==> config.mk <==
export PLATFORM = sky130hd
export DESIGN_NAME = coin_credit_mcu_top_flat
export DESIGN_NICKNAME = d
export VERILOG_FILES = /design/src/rtl/ccm_pkg.sv /design/src/rtl/ccm_item_if.sv /design/src/rtl/ccm_result_if.sv /design/src/rtl/coin_credit_mcu_top.sv /design/src/flat_wrapper.sv
export SDC_FILE = /design/constraint.sdc
export NUM_CORES = 1
export LEC_CHECK = 0
export BUFFER_PORTS_ARGS = -buffer_cell sky130_fd_sc_hd__buf_2
export CORE_ASPECT_RATIO = 1.1
export CORE_MARGIN = 3
export CORE_UTILIZATION = 40
export DETAILED_ROUTE_END_ITERATION = 7
export PLACE_DENSITY = 0.69
export SYNTH_ARGS = -nofsm -noshare
export SYNTH_HDL_FRONTEND = slang
export SYNTH_SLANG_ARGS = --single-unit
==> constraint.sdc <==
create_clock -name clk -period 2.3 [get_ports clk]
set_clock_uncertainty 0.05 [all_clocks]
set_input_delay 0.345 -clock clk [delete_from_list [all_inputs] [get_ports clk]]
set_output_delay 0.345 -clock clk [all_outputs]
set_load 0.01 [all_outputs]
==> src/rtl/ccm_pkg.sv <==
package ccm_pkg;

  // Access codes carried by the action field.
  localparam logic [1:0] ACT_READ_DIP    = 2'd0;
  localparam logic [1:0] ACT_READ_CREDIT = 2'd1;
  localparam logic [1:0] ACT_COIN_QUERY  = 2'd2;
  localparam logic [1:0] ACT_OTHER       = 2'd3;

  // Register index of the dip switch byte.
  localparam logic REG_DIP_SWITCHES = 1'b0;

  localparam int unsigned PADDR_W  = 3;
  localparam int unsigned PDATA_W  = 32;
  localparam int unsigned CREDIT_W = 3;

  localparam logic [7:0] STATUS_BYTE = 8'h22;

  // Coinage table, indexed by the inverted dip bit 3.
  localparam logic [7:0]          NEED_A  [2] = '{8'd1, 8'd1};
  localparam logic [CREDIT_W-1:0] AWARD_A [2] = '{3'd1, 3'd2};
  localparam logic [7:0]          NEED_B  [2] = '{8'd1, 8'd2};
  localparam logic [CREDIT_W-1:0] AWARD_B [2] = '{3'd5, 3'd1};

  typedef struct packed {
    logic [1:0] action;
    logic       coin_a;
    logic       coin_b;
  } item_t;

  typedef struct packed {
    logic                mailbox_write;
    logic [7:0]          mailbox_value;
    logic                status_write;
    logic [7:0]          status_value;
    logic [CREDIT_W-1:0] credit_value;
  } result_t;

endpackage

==> src/rtl/ccm_item_if.sv <==
interface ccm_item_if;
  import ccm_pkg::*;

  logic       valid;
  logic       ready;
  logic [1:0] action;
  logic       coin_a;
  logic       coin_b;

  modport source (output valid, output action, output coin_a, output coin_b, input ready);
  modport sink   (input valid, input action, input coin_a, input coin_b, output ready);
endinterface

==> src/rtl/ccm_result_if.sv <==
interface ccm_result_if;
  import ccm_pkg::*;

  logic                valid;
  logic                ready;
  logic                mailbox_write;
  logic [7:0]          mailbox_value;
  logic                status_write;
  logic [7:0]          status_value;
  logic [CREDIT_W-1:0] credit_value;

  modport source (output valid, output mailbox_write, output mailbox_value,
                  output status_write, output status_value, output credit_value,
                  input ready);
  modport sink   (input valid, input mailbox_write, input mailbox_value,
                  input status_write, input status_value, input credit_value,
                  output ready);
endinterface

==> src/rtl/coin_credit_mcu_top.sv <==
// Coin credit controller.
// The item channel carries one processor access word: the action code and
// the current levels of the two coin switches. The result channel returns
// one word per access: the mailbox write and value, the status write and
// value, and the credit count held after the access.
// The dip switch byte is written through the APB-style port at any address
// with bit 2 clear (0 to 3) and can be read back there.
// A word accepted at a clock edge is registered and presented on the result
// channel in the next cycle. Throughput is one word per cycle while the
// receiver takes each word; the figure is set by the single result register,
// which is refilled in the same cycle in which its word is taken.
// When the receiver stalls, the result register holds its word and the
// item channel drops ready until the result is taken.
// Reset (synchronous, active high) clears the insert latch, both deposit
// counters, the credit count, the dip byte and the result valid flag.
module coin_credit_mcu_top (
  input  logic                          clk,
  input  logic                          rst,
  ccm_item_if.sink                      item,
  ccm_result_if.source                  result,
  input  logic                          psel,
  input  logic                          penable,
  input  logic                          pwrite,
  input  logic [ccm_pkg::PADDR_W-1:0]   paddr,
  input  logic [ccm_pkg::PDATA_W-1:0]   pwdata,
  output logic [ccm_pkg::PDATA_W-1:0]   prdata,
  output logic                          pready
);
  import ccm_pkg::*;

  logic [7:0]          dip_switches;
  logic                insert_latch;
  logic                insert_latch_next;
  logic [7:0]          deposits_slot_a;
  logic [7:0]          deposits_slot_a_next;
  logic [7:0]          deposits_slot_b;
  logic [7:0]          deposits_slot_b_next;
  logic [CREDIT_W-1:0] credit_count;
  logic [CREDIT_W-1:0] credit_count_next;
  result_t             res;
  result_t             res_next;
  logic                res_valid;
  logic                accept;
  logic                row;
  logic [7:0]          inc_a;
  logic [7:0]          inc_b;

  // Configuration port: zero wait states, one register.
  assign pready = 1'b1;
  assign prdata = (paddr[2] == REG_DIP_SWITCHES) ? {{(PDATA_W-8){1'b0}}, dip_switches}
                                                 : '0;

  always_ff @(posedge clk) begin
    if (rst) begin
      dip_switches <= '0;
    end else if (psel && penable && pwrite && pready && (paddr[2] == REG_DIP_SWITCHES)) begin
      dip_switches <= pwdata[7:0];
    end
  end

  // A new word enters whenever the result register is free or being emptied.
  assign item.ready = !res_valid || result.ready;
  assign accept     = item.valid && item.ready;

  assign row   = ~dip_switches[3];
  assign inc_a = deposits_slot_a + 8'd1;
  assign inc_b = deposits_slot_b + 8'd1;

  // Access decode and coin counting.
  always_comb begin
    insert_latch_next    = insert_latch;
    deposits_slot_a_next = deposits_slot_a;
    deposits_slot_b_next = deposits_slot_b;
    credit_count_next    = credit_count;
    res_next             = '0;
    unique case (item.action)
      ACT_READ_DIP: begin
        res_next.mailbox_write = 1'b1;
        res_next.mailbox_value = dip_switches;
      end
      ACT_READ_CREDIT: begin
        res_next.mailbox_write = 1'b1;
        res_next.mailbox_value = {{(8-CREDIT_W){1'b0}}, credit_count};
      end
      ACT_COIN_QUERY: begin
        credit_count_next     = '0;
        res_next.status_write = 1'b1;
        res_next.status_value = STATUS_BYTE;
        if (!item.coin_a && !item.coin_b) begin
          insert_latch_next = 1'b0;
        end else if (!insert_latch) begin
          // Fresh insert; coin A wins when both switches are closed.
          insert_latch_next      = 1'b1;
          res_next.mailbox_write = 1'b1;
          if (item.coin_a) begin
            if (inc_a == NEED_A[row]) begin
              credit_count_next    = AWARD_A[row];
              deposits_slot_a_next = '0;
            end else begin
              deposits_slot_a_next = inc_a;
            end
          end else begin
            if (inc_b == NEED_B[row]) begin
              credit_count_next    = AWARD_B[row];
              deposits_slot_b_next = '0;
            end else begin
              deposits_slot_b_next = inc_b;
            end
          end
        end
      end
      default: begin
      end
    endcase
    res_next.credit_value = credit_count_next;
  end

  // State update on each accepted word.
  always_ff @(posedge clk) begin
    if (rst) begin
      insert_latch    <= 1'b0;
      deposits_slot_a <= '0;
      deposits_slot_b <= '0;
      credit_count    <= '0;
    end else if (accept) begin
      insert_latch    <= insert_latch_next;
      deposits_slot_a <= deposits_slot_a_next;
      deposits_slot_b <= deposits_slot_b_next;
      credit_count    <= credit_count_next;
    end
  end

  // Result register.
  always_ff @(posedge clk) begin
    if (rst) begin
      res_valid <= 1'b0;
    end else if (accept) begin
      res_valid <= 1'b1;
    end else if (result.ready) begin
      res_valid <= 1'b0;
    end
  end

  always_ff @(posedge clk) begin
    if (accept) begin
      res <= res_next;
    end
  end

  assign result.valid         = res_valid;
  assign result.mailbox_write = res.mailbox_write;
  assign result.mailbox_value = res.mailbox_value;
  assign result.status_write  = res.status_write;
  assign result.status_value  = res.status_value;
  assign result.credit_value  = res.credit_value;

  // The presented credit value is the credit count left by the last access.
  assert property (@(posedge clk) disable iff (rst)
    accept |=> (result.credit_value == credit_count))
    else $error("result credit does not match the stored credit count");

  // An access to another offset leaves all counting state alone.
  assert property (@(posedge clk) disable iff (rst)
    (accept && item.action == ACT_OTHER) |=>
      ($stable(credit_count) && $stable(deposits_slot_a) &&
       $stable(deposits_slot_b) && $stable(insert_latch)))
    else $error("other offset changed the coin state");

  // A query with no coin present releases the insert latch.
  assert property (@(posedge clk) disable iff (rst)
    (accept && item.action == ACT_COIN_QUERY && !item.coin_a && !item.coin_b) |=>
      !insert_latch)
    else $error("insert latch not released");

  // A stalled result is not overwritten.
  assert property (@(posedge clk) disable iff (rst)
    (result.valid && !result.ready) |=> (result.valid && $stable(res)))
    else $error("stalled result changed");

  // Credits only grow through a coin query that counts a fresh coin.
  assert property (@(posedge clk) disable iff (rst)
    (credit_count != $past(credit_count) && credit_count != '0) |->
      ($past(accept) && $past(item.action) == ACT_COIN_QUERY && !$past(insert_latch))
  ) else $error("credits awarded outside a fresh insert");

endmodule
==> src/flat_wrapper.sv <==
// flat-port wrapper written by rule: the top's interface ports become plain ports
module coin_credit_mcu_top_flat import ccm_pkg::*;
  (clk, rst, psel, penable, pwrite, paddr, pwdata, prdata, pready, item_valid, item_action, item_coin_a, item_coin_b, item_ready, result_valid, result_mailbox_write, result_mailbox_value, result_status_write, result_status_value, result_credit_value, result_ready);
  ccm_item_if item_i ();
  ccm_result_if result_i ();
  input  logic clk;
  input  logic rst;
  input  logic psel;
  input  logic penable;
  input  logic pwrite;
  input  logic [ccm_pkg::PADDR_W-1:0] paddr;
  input  logic [ccm_pkg::PDATA_W-1:0] pwdata;
  output logic [ccm_pkg::PDATA_W-1:0] prdata;
  output logic pready;
  input wire logic [$bits(item_i.valid)-1:0] item_valid;
  input wire logic [$bits(item_i.action)-1:0] item_action;
  input wire logic [$bits(item_i.coin_a)-1:0] item_coin_a;
  input wire logic [$bits(item_i.coin_b)-1:0] item_coin_b;
  output wire logic [$bits(item_i.ready)-1:0] item_ready;
  output wire logic [$bits(result_i.valid)-1:0] result_valid;
  output wire logic [$bits(result_i.mailbox_write)-1:0] result_mailbox_write;
  output wire logic [$bits(result_i.mailbox_value)-1:0] result_mailbox_value;
  output wire logic [$bits(result_i.status_write)-1:0] result_status_write;
  output wire logic [$bits(result_i.status_value)-1:0] result_status_value;
  output wire logic [$bits(result_i.credit_value)-1:0] result_credit_value;
  input wire logic [$bits(result_i.ready)-1:0] result_ready;
  assign item_i.valid = item_valid;
  assign item_i.action = item_action;
  assign item_i.coin_a = item_coin_a;
  assign item_i.coin_b = item_coin_b;
  assign item_ready = item_i.ready;
  assign result_valid = result_i.valid;
  assign result_mailbox_write = result_i.mailbox_write;
  assign result_mailbox_value = result_i.mailbox_value;
  assign result_status_write = result_i.status_write;
  assign result_status_value = result_i.status_value;
  assign result_credit_value = result_i.credit_value;
  assign result_i.ready = result_ready;
  coin_credit_mcu_top u_core (.clk(clk), .rst(rst), .item(item_i), .result(result_i), .psel(psel), .penable(penable), .pwrite(pwrite), .paddr(paddr), .pwdata(pwdata), .prdata(prdata), .pready(pready));
endmodule
# Word level (Yosys, flattened, before mapping)
# Cells that the tools add are included.
[word_totals] out_inout_bits=56 regBits=50 wordCells=67
[op_classes] bitwise=6 addsub=2 mux=28 reduce_logical=15 n_eq_ne=4 magnitude_cmp=1
[op_table] cell="2-to-1 mux 8 bit" count=7
[op_table] cell="2-to-1 mux 3 bit" count=11
[op_table] cell="adder 8 x 1 -> 8 bit, second input constant" count=2
[op_table] cell="equality test 8 bit" count=2
[op_table] cell="case mux 8 bit (2 select lines)" count=1
[op_table] cell="AND reduction 5 bit" count=2
[op_table] cell="2-to-1 mux 9 bit" count=1
[op_table] cell="logical AND 1 bit" count=5
[op_table] cell="2-to-1 mux 1 bit" count=5
[op_table] cell="NOT 1 bit" count=5
[op_table] cell="2-to-1 mux 2 bit" count=2
[op_table] cell="logical NOT 1 bit" count=3
[op_table] cell="equality test 2 x 1 -> 1 bit, second input constant" count=1
[op_table] cell="equality test 2 bit, second input constant" count=1
[op_table] cell="greater-or-equal comparator 2 bit, second input constant" count=1
[op_table] cell="logical NOT 2 bit" count=1
[op_table] cell="NOT 1 -> 2 bit" count=1
[op_table] cell="case mux 1 bit (2 select lines)" count=1
[op_table] cell="AND reduction 2 bit" count=1
[op_table] cell="nonzero test 2 bit" count=1
[op_table] cell="OR reduction 2 bit" count=1
[op_table] cell="logical OR 1 bit" count=1

# Longest topological paths before layout
# Gate-level depths: netlist of run 1.
[depth] word_depth=11 mapped_depth=7 ltp_nobuf=6

# Worst setup path before layout of run 1
# No wires, ideal clock.
[synth_path] kind="flip-flop to flip-flop" start="reg u_core.deposits_slot_a[0]" end="reg u_core.res (netlist bit u_core.result.credit_value[0]) (data pin)" setup_slack_ns=0.437 setup_time_ns=0.259 synth_period_minus_slack_ns=1.863 stages_incl_launch_ff=7 t_required_ns=1.991 arrival_time_ns=1.554 path_cell_list="dfxtp_1 > ha_1 > nand3_2 > o21a_1 > a211oi_2 > nor3_1 > a211o_1"
[synth_via] elab_chain_len=7
[synth_lines] item="from (decl)" line_no="coin_credit_mcu_top.sv:34" text="logic [7:0] deposits_slot_a;"
[synth_lines] item="from (signal assigned)" line_no="coin_credit_mcu_top.sv:127" text="deposits_slot_a <= deposits_slot_a_next;"
[synth_lines] item="adder 8 x 1 -> 8 bit" line_no="coin_credit_mcu_top.sv:66" text="assign inc_a = deposits_slot_a + 8'd1;"
[synth_lines] item="equality test 8 bit" line_no="coin_credit_mcu_top.sv:96" text="if (inc_a == NEED_A[row]) begin"
[synth_lines] item="2-to-1 mux 3 bit" line_no="coin_credit_mcu_top.sv:96"
[synth_lines] item="2-to-1 mux 3 bit" line_no="coin_credit_mcu_top.sv:95" text="if (item.coin_a) begin"
[synth_lines] item="2-to-1 mux 3 bit" line_no="coin_credit_mcu_top.sv:91" text="end else if (!insert_latch) begin"
[synth_lines] item="2-to-1 mux 3 bit" line_no="coin_credit_mcu_top.sv:89" text="if (!item.coin_a && !item.coin_b) begin"
[synth_lines] item="2-to-1 mux 3 bit" line_no="coin_credit_mcu_top.sv:76" text="unique case (item.action)"
[synth_lines] item="net u_core.credit_count_next[0]" line_no="coin_credit_mcu_top.sv:39" text="logic [CREDIT_W-1:0] credit_count_next;"
[synth_lines] item="to (signal assigned)" line_no="coin_credit_mcu_top.sv:146" text="res <= res_next;"
[synth_lines] item="to (decl)" line_no="coin_credit_mcu_top.sv:40" text="result_t res;"
# The timed path passes the listed nets, and every way through them passes these cells.
# A chain may end at the register's enable or synchronous reset.

# Worst setup path in the final report of run 1
# Same ends and word-level chain as after synthesis.

==> impl_metrics.ini, run 1 <==
[clocking]
numClockSinks = 42
clock_latency_ps = 290
clk_pin_slew_worst_paths_ps = 80
postCtsSetupBuffers = 0
cts_hold_buf = 0
numCtsBuffers = 5
cts_buffer_depth = 2
cts_root_buf = clkbuf_8
cts_resized = 0
htree_levels = 2
cts_tree = done

[floorplanning]
io_pins = 102
core_um2 = 5570
die_y_um = 86.8
row_count = 28
fp.dieArea_um2 = 6900
fp.dieW_um = 79.5
start_util = 0.427

[hold_path]
min_to = u_core.dip_switches[6]
whs_path_depth = 3
hold_path.startpoint = pwdata[6]
hold_class = in2reg

[route]
drt_pass1_iterations = 4
drtAntennaViolNets = 0
drc = 0
dr.first_iter.drc_count = 74
routedWlPerCell_um = 11.6
routed_via_density = 4.75
vias = 1815
routed_wl_um = 4430

[power]
p_per_area_nw_per_um2 = 562
pwr-share-comb = 0.092
p_int_mw = 1.15
clkPwrFrac = 0.375
netSwitchingFraction = 0.225
pwr-share-seq = 0.532
irDropWorstVdd_uv = 236
p_sw_uw = 336
p_leak_nw = 1.11

[critical_path]
crit_path_end_kind = flop
critPathRequiredTime_ps = 2290
r2r_slack_ps = 140
r2r_start = u_core.deposits_slot_a[0]
cp_max_fo = 9
crit_arrival_ps = 2140
rr_worst_depth = 6
critical_path_class = reg2reg
reg2reg_to = u_core.result.credit_value[0]
critPathLaunchType = flop

[global_routing]
grt_pass1_vias = 1607
overflow = 0
track_usage = 0.128
antenna_found_initial = 0
grt_pass1_wl_um = 7130
grt_max_degree = 20

[synthesis]
synthXorXnorAreaFrac = 0.0442
synth_top_area_share = 0.244
yosys-top-cells-count = 33 x buf_4, 33 x nand2_1, 29 x dfxtp_1
synth_compound_area_frac = 0.114
synth.area.top_cells = dfxtp_1 24%, edfxtp_1 16%, buf_4 10%, nand2_1 5.2%, a21oi_1 3.6%
muxShareOfSynthArea = 0.0126
synthCells = 264
ys_seq_elements = 42
synth_flop_cell = dfxtp_1
synthAdderAreaFrac = 0.0158
avgSynthCellArea_um2 = 9.00
ys_warn_count = 0
yosys.cell_types.count = 51
synth_top_family_by_area = simple AND/OR/NAND/NOR gates
synthSimpleGateAreaFrac = 0.271
seq_area_frac_synth = 0.409
synth_largest_area_cell = dfxtp_1
synth_edf_count = 13
ys_async_sr_fraction = 0
synth_area_um2 = 2380

[sta]
period_needed_ps = 2160
hold_viol = 0
fin_crit_sh = 0.938
fin_tns_setup_ps = 0
drv_slew = 0
setup_ws_ps = 143
hold_ws_ps = 242
fmax_mhz = 464
setup_viol = 0
rsz0062_at_grt = false

[place]
routabilityCongestion = 0.811
port_buffers = 44
post-dp-hpwl_um = 3340
post-place-ws_ps = 178

[finish]
nets = 355
syn2layout_area_growth_pct = 11.5
fin_util = 0.476
filler_cell_count = 550
layout-drive-gt1-share = 0.212
diodes = 0

[run_status]
status = finished clean

[run]
max_cap_viol_count = 0
layout by cell type (no fill, tap or decap), types with 4 or more instances in the layout:
cell / netlist / layout
nor2_1: 22 / 22
buf_2: 4 / 44
a21oi_1: 17 / 17
nand2_1: 33 / 33
xor2_1: 9 / 9
nor2b_1: 9 / 9
buf_4: 33 / 4
nor3_1: 8 / 8
and2_1: 8 / 8
nand4_1: 7 / 7
dfxtp_1: 29 / 29
clkbuf_8: 0 / 5
conb_1: 2 / 31
inv_1: 5 / 5
edfxtp_1: 13 / 13
flip-flops by register name, indices dropped and copies added (netlist names):
name                         flops
u_core.result.status_value       1
u_core.result.credit_value       3
u_core.credit_count              3
u_core.result.valid              1
u_core.deposits_slot_b           8
u_core.result.mailbox_write      1
u_core.dip_switches              8
u_core.result.mailbox_value      8
u_core.insert_latch              1
u_core.deposits_slot_a           8
metal layers:
| metal | track usage | part of all wire | vias up |
|---|---|---|---|
| met3 | 0.0198 | 0.045 | 6 |
| li1 | - | - | 932 |
| met1 | 0.152 | 0.43 | 833 |
| met5 | 0 | 0 | - |
| met2 | 0.227 | 0.52 | 44 |
| met4 | 0.0531 | 0.013 | 0 |
through the flow:
stage	power [mW]	cell area (um^2)	cells
after floorplan	0.936	2480	293
after global placement	0.944	2540	374
after detailed placement	0.946	2540	374
after CTS	1.51	2650	382
after global routing	1.56	2650	382
final	1.49	2650	382
worst max path at each step:
stage | cells past startpoint | endpoint | start | slack, ps
finish | 6 | u_core.result.credit_value[0] | u_core.deposits_slot_a[0] | 140
global route | 6 | u_core.result.credit_value[0] | u_core.deposits_slot_a[0] | 6
CTS | 6 | u_core.result.credit_value[0] | u_core.deposits_slot_a[0] | 150
detailed placement | 6 | u_core.result.credit_value[0] | u_core.deposits_slot_a[0] | 180
global placement | 6 | u_core.result.credit_value[0] | u_core.deposits_slot_a[0] | 230
floorplan | 6 | u_core.result.credit_value[0] | u_core.deposits_slot_a[0] | 440
power groups by stage:
stage / clock, mW / sequential, mW / combinational [mW]
global route: 0.616 / 0.795 / 0.152
floorplan: 0 / 0.816 / 0.120
finish: 0.559 / 0.793 / 0.137
detailed placement: 0 / 0.810 / 0.136
CTS: 0.577 / 0.793 / 0.137
global placement: 0 / 0.809 / 0.135
logic make-up (layout without fill, tap and decap cells):
logic type / Yosys count / after routing
adders and majority gates: 3 / 3
xor gates and xnor gates: 12 / 12
other: 2 / 31
and+or+nand+nor: 115 / 115
AOI/OAI and AO/OA: 39 / 39
buffers and inverters: 48 / 62
muxes: 3 / 3
DFF: 42 / 42
cell type report:
cell class / instances / area [um^2] / area share
sequential: 42 / 971 / 0.367
timing repair buffer: 48 / 250 / 0.0945
clock buffer: 7 / 76.3 / 0.0288
tap: 75 / 93.8 / 0.0354
inverter: 6 / 22.5 / 0.00850
multi-input combinational: 203 / 1200 / 0.455
clock inverter: 1 / 30.0 / 0.0113
worst max-delay path, cell delays in order (launching register included):
cell and delay [ps]:
dfxtp_1 490, ha_1 280, nand3_2 160, o21a_1 230, a211oi_2 310, nor3_1 130, a211o_1 250
(Power assumes the default switching activity.)
==> run 2: changes to the inputs <==
--- a/config.mk
+++ b/config.mk
@@ -8,9 +8,9 @@
 export BUFFER_PORTS_ARGS = -buffer_cell sky130_fd_sc_hd__buf_2
 export CORE_ASPECT_RATIO = 1.1
 export CORE_MARGIN = 3
-export CORE_UTILIZATION = 40
+export CORE_UTILIZATION = 44
 export DETAILED_ROUTE_END_ITERATION = 7
-export PLACE_DENSITY = 0.69
+export PLACE_DENSITY = 0.75
 export SYNTH_ARGS = -nofsm -noshare
 export SYNTH_HDL_FRONTEND = slang
 export SYNTH_SLANG_ARGS = --single-unit
==> impl_metrics.ini, run 2 (synthesis results as in run 1) <==
[global_routing]
grt_pass1_vias = 1698
grt_pass1_wl_um = 7490
antenna_found_initial = 0
track_usage = 0.143
grt_max_degree = 19
overflow = 0

[route]
drt_pass1_iterations = 4
vias = 1841
routedWlPerCell_um = 11.6
routed_via_density = 4.87
routed_wl_um = 4390
dr.first_iter.drc_count = 88
drc = 0
drtAntennaViolNets = 0

[critical_path]
critical_path_class = reg2reg
crit_arrival_ps = 2110
cpLargestDelayFamily = compound AO/OA/AOI/OAI gates
r2r_slack_ps = 190
critPathLaunchType = flop
reg2reg_to = u_core.result.credit_value[0]
cp_max_fo = 9
critPathMaxStageDelay_ps = 460
crit_chain = ha_1, nand3_2, o21a_1, a211oi_2, nor3_1, a211o_1
rr_worst_depth = 6
crit_slowest_cell = dfxtp_1
r2r_start = u_core.deposits_slot_a[0]
crit_path_end_kind = flop
critPathRequiredTime_ps = 2300
crit_buf_inv = 0

[finish]
final_common_cell = buf_2
nets = 354
syn2layout_area_growth_pct = 12.1
diodes = 0
final_cell_mix = 44 x buf_2, 33 x nand2_1, 31 x conb_1
area.sequential_um2 = 971
fin_util = 0.522
filler_cell_count = 487
multi_input_area_um2 = 1200
layout-drive-gt1-share = 0.212

[place]
routabilityCongestion = 0.748
post-dp-hpwl_um = 3320
port_buffers = 44

[hold_path]
min_to = u_core.dip_switches[3]
hold_class = in2reg
hold_path.startpoint = pwdata[3]
whs_path_depth = 3

[clocking]
clk_pin_slew_worst_paths_ps = 80
cts_root_buf = clkbuf_8
postCtsSetupBuffers = 0
cts_resized = 0
htree_levels = 2
cts_tree = done
cts_hold_buf = 0
cts_buffer_depth = 2
clock_latency_ps = 300
numClockSinks = 42
numCtsBuffers = 5

[run]
max_cap_viol_count = 0

[sta]
rsz0062_at_grt = false
period_needed_ps = 2110
setup_viol = 0
fin_tns_setup_ps = 0
drv_slew = 0
fin_crit_sh = 0.918
fmax_mhz = 474
hold_viol = 0

[power]
irDropWorstVdd_uv = 249
p_leak_nw = 1.12
p_per_area_nw_per_um2 = 603

[floorplanning]
row_count = 27
start_util = 0.466
fp.dieW_um = 76.1
io_pins = 102
fp.dieArea_um2 = 6320
core_um2 = 5100
die_y_um = 83.1

[run_status]
status = finished clean
[run 2: changes by cell type in the layout (fill, tap and decap cells not counted), sizes merged]
| cell | change |
|---|---|
| clkbuf | -2 |
| buf | -1 |
| clkinv | +1 |
| bufinv | +1 |
[run 2: report_power, final]
| part | leakage, nW | switching [mW] | internal, mW |
|---|---|---|---|
| Clock | 0.0658 | 0.248 | 0.429 |
| Combinational | 0.691 | 0.0912 | 0.0454 |
| Sequential | 0.365 | 0.00975 | 0.783 |
| Total | 1.12 | 0.349 | 1.26 |
[run 2: worst min-delay path: cells and delay by family]
family	cells	cell delay, ps
compound gates	1	50
simple gates	1	40
buf+inv	1	90
[run 2: per-layer routing]
layer | vias to the layer above | share of wire | GRT usage
met5 | - | 0 | 0
met4 | 0 | 0.013 | 0.0626
met3 | 4 | 0.043 | 0.0336
met2 | 45 | 0.52 | 0.255
met1 | 859 | 0.42 | 0.163
li1 | 933 | - | -
[run 2: worst max-delay path by stage]
stage	end	slack, ps	cells past startpoint	from
6_report	u_core.result.credit_value[0]	190	6	u_core.deposits_slot_a[0]
5_1_grt	u_core.result.credit_value[1]	30	6	u_core.deposits_slot_a[0]
4_1_cts	u_core.result.credit_value[0]	190	6	u_core.deposits_slot_a[0]
3_5_place_dp	u_core.result.credit_value[0]	200	6	u_core.deposits_slot_a[0]
3_3_place_gp	u_core.result.credit_value[0]	240	6	u_core.deposits_slot_a[0]
2_1_floorplan	u_core.result.credit_value[0]	440	6	u_core.deposits_slot_a[0]
[run 2: metrics by stage]
stage,total power [mW],std cells,area [um^2],setup slack [ps],hold WS [ps]
3_5_place_dp,0.946,370,2530,201,417
2_1_floorplan,0.936,293,2480,437,390
3_3_place_gp,0.943,370,2530,238,410
5_1_grt,1.67,378,2660,29.9,232
4_1_cts,1.63,378,2660,189,220
6_report,1.61,378,2660,188,228
[run 2: cell type report]
class / count / area share
Multi-Input combinational cell: 203 / 0.452
Sequential cell: 42 / 0.364
Timing Repair Buffer: 47 / 0.0911
Tap cell: 72 / 0.0338
Clock buffer: 5 / 0.0258
Clock inverter: 3 / 0.0240
Inverter: 6 / 0.00845
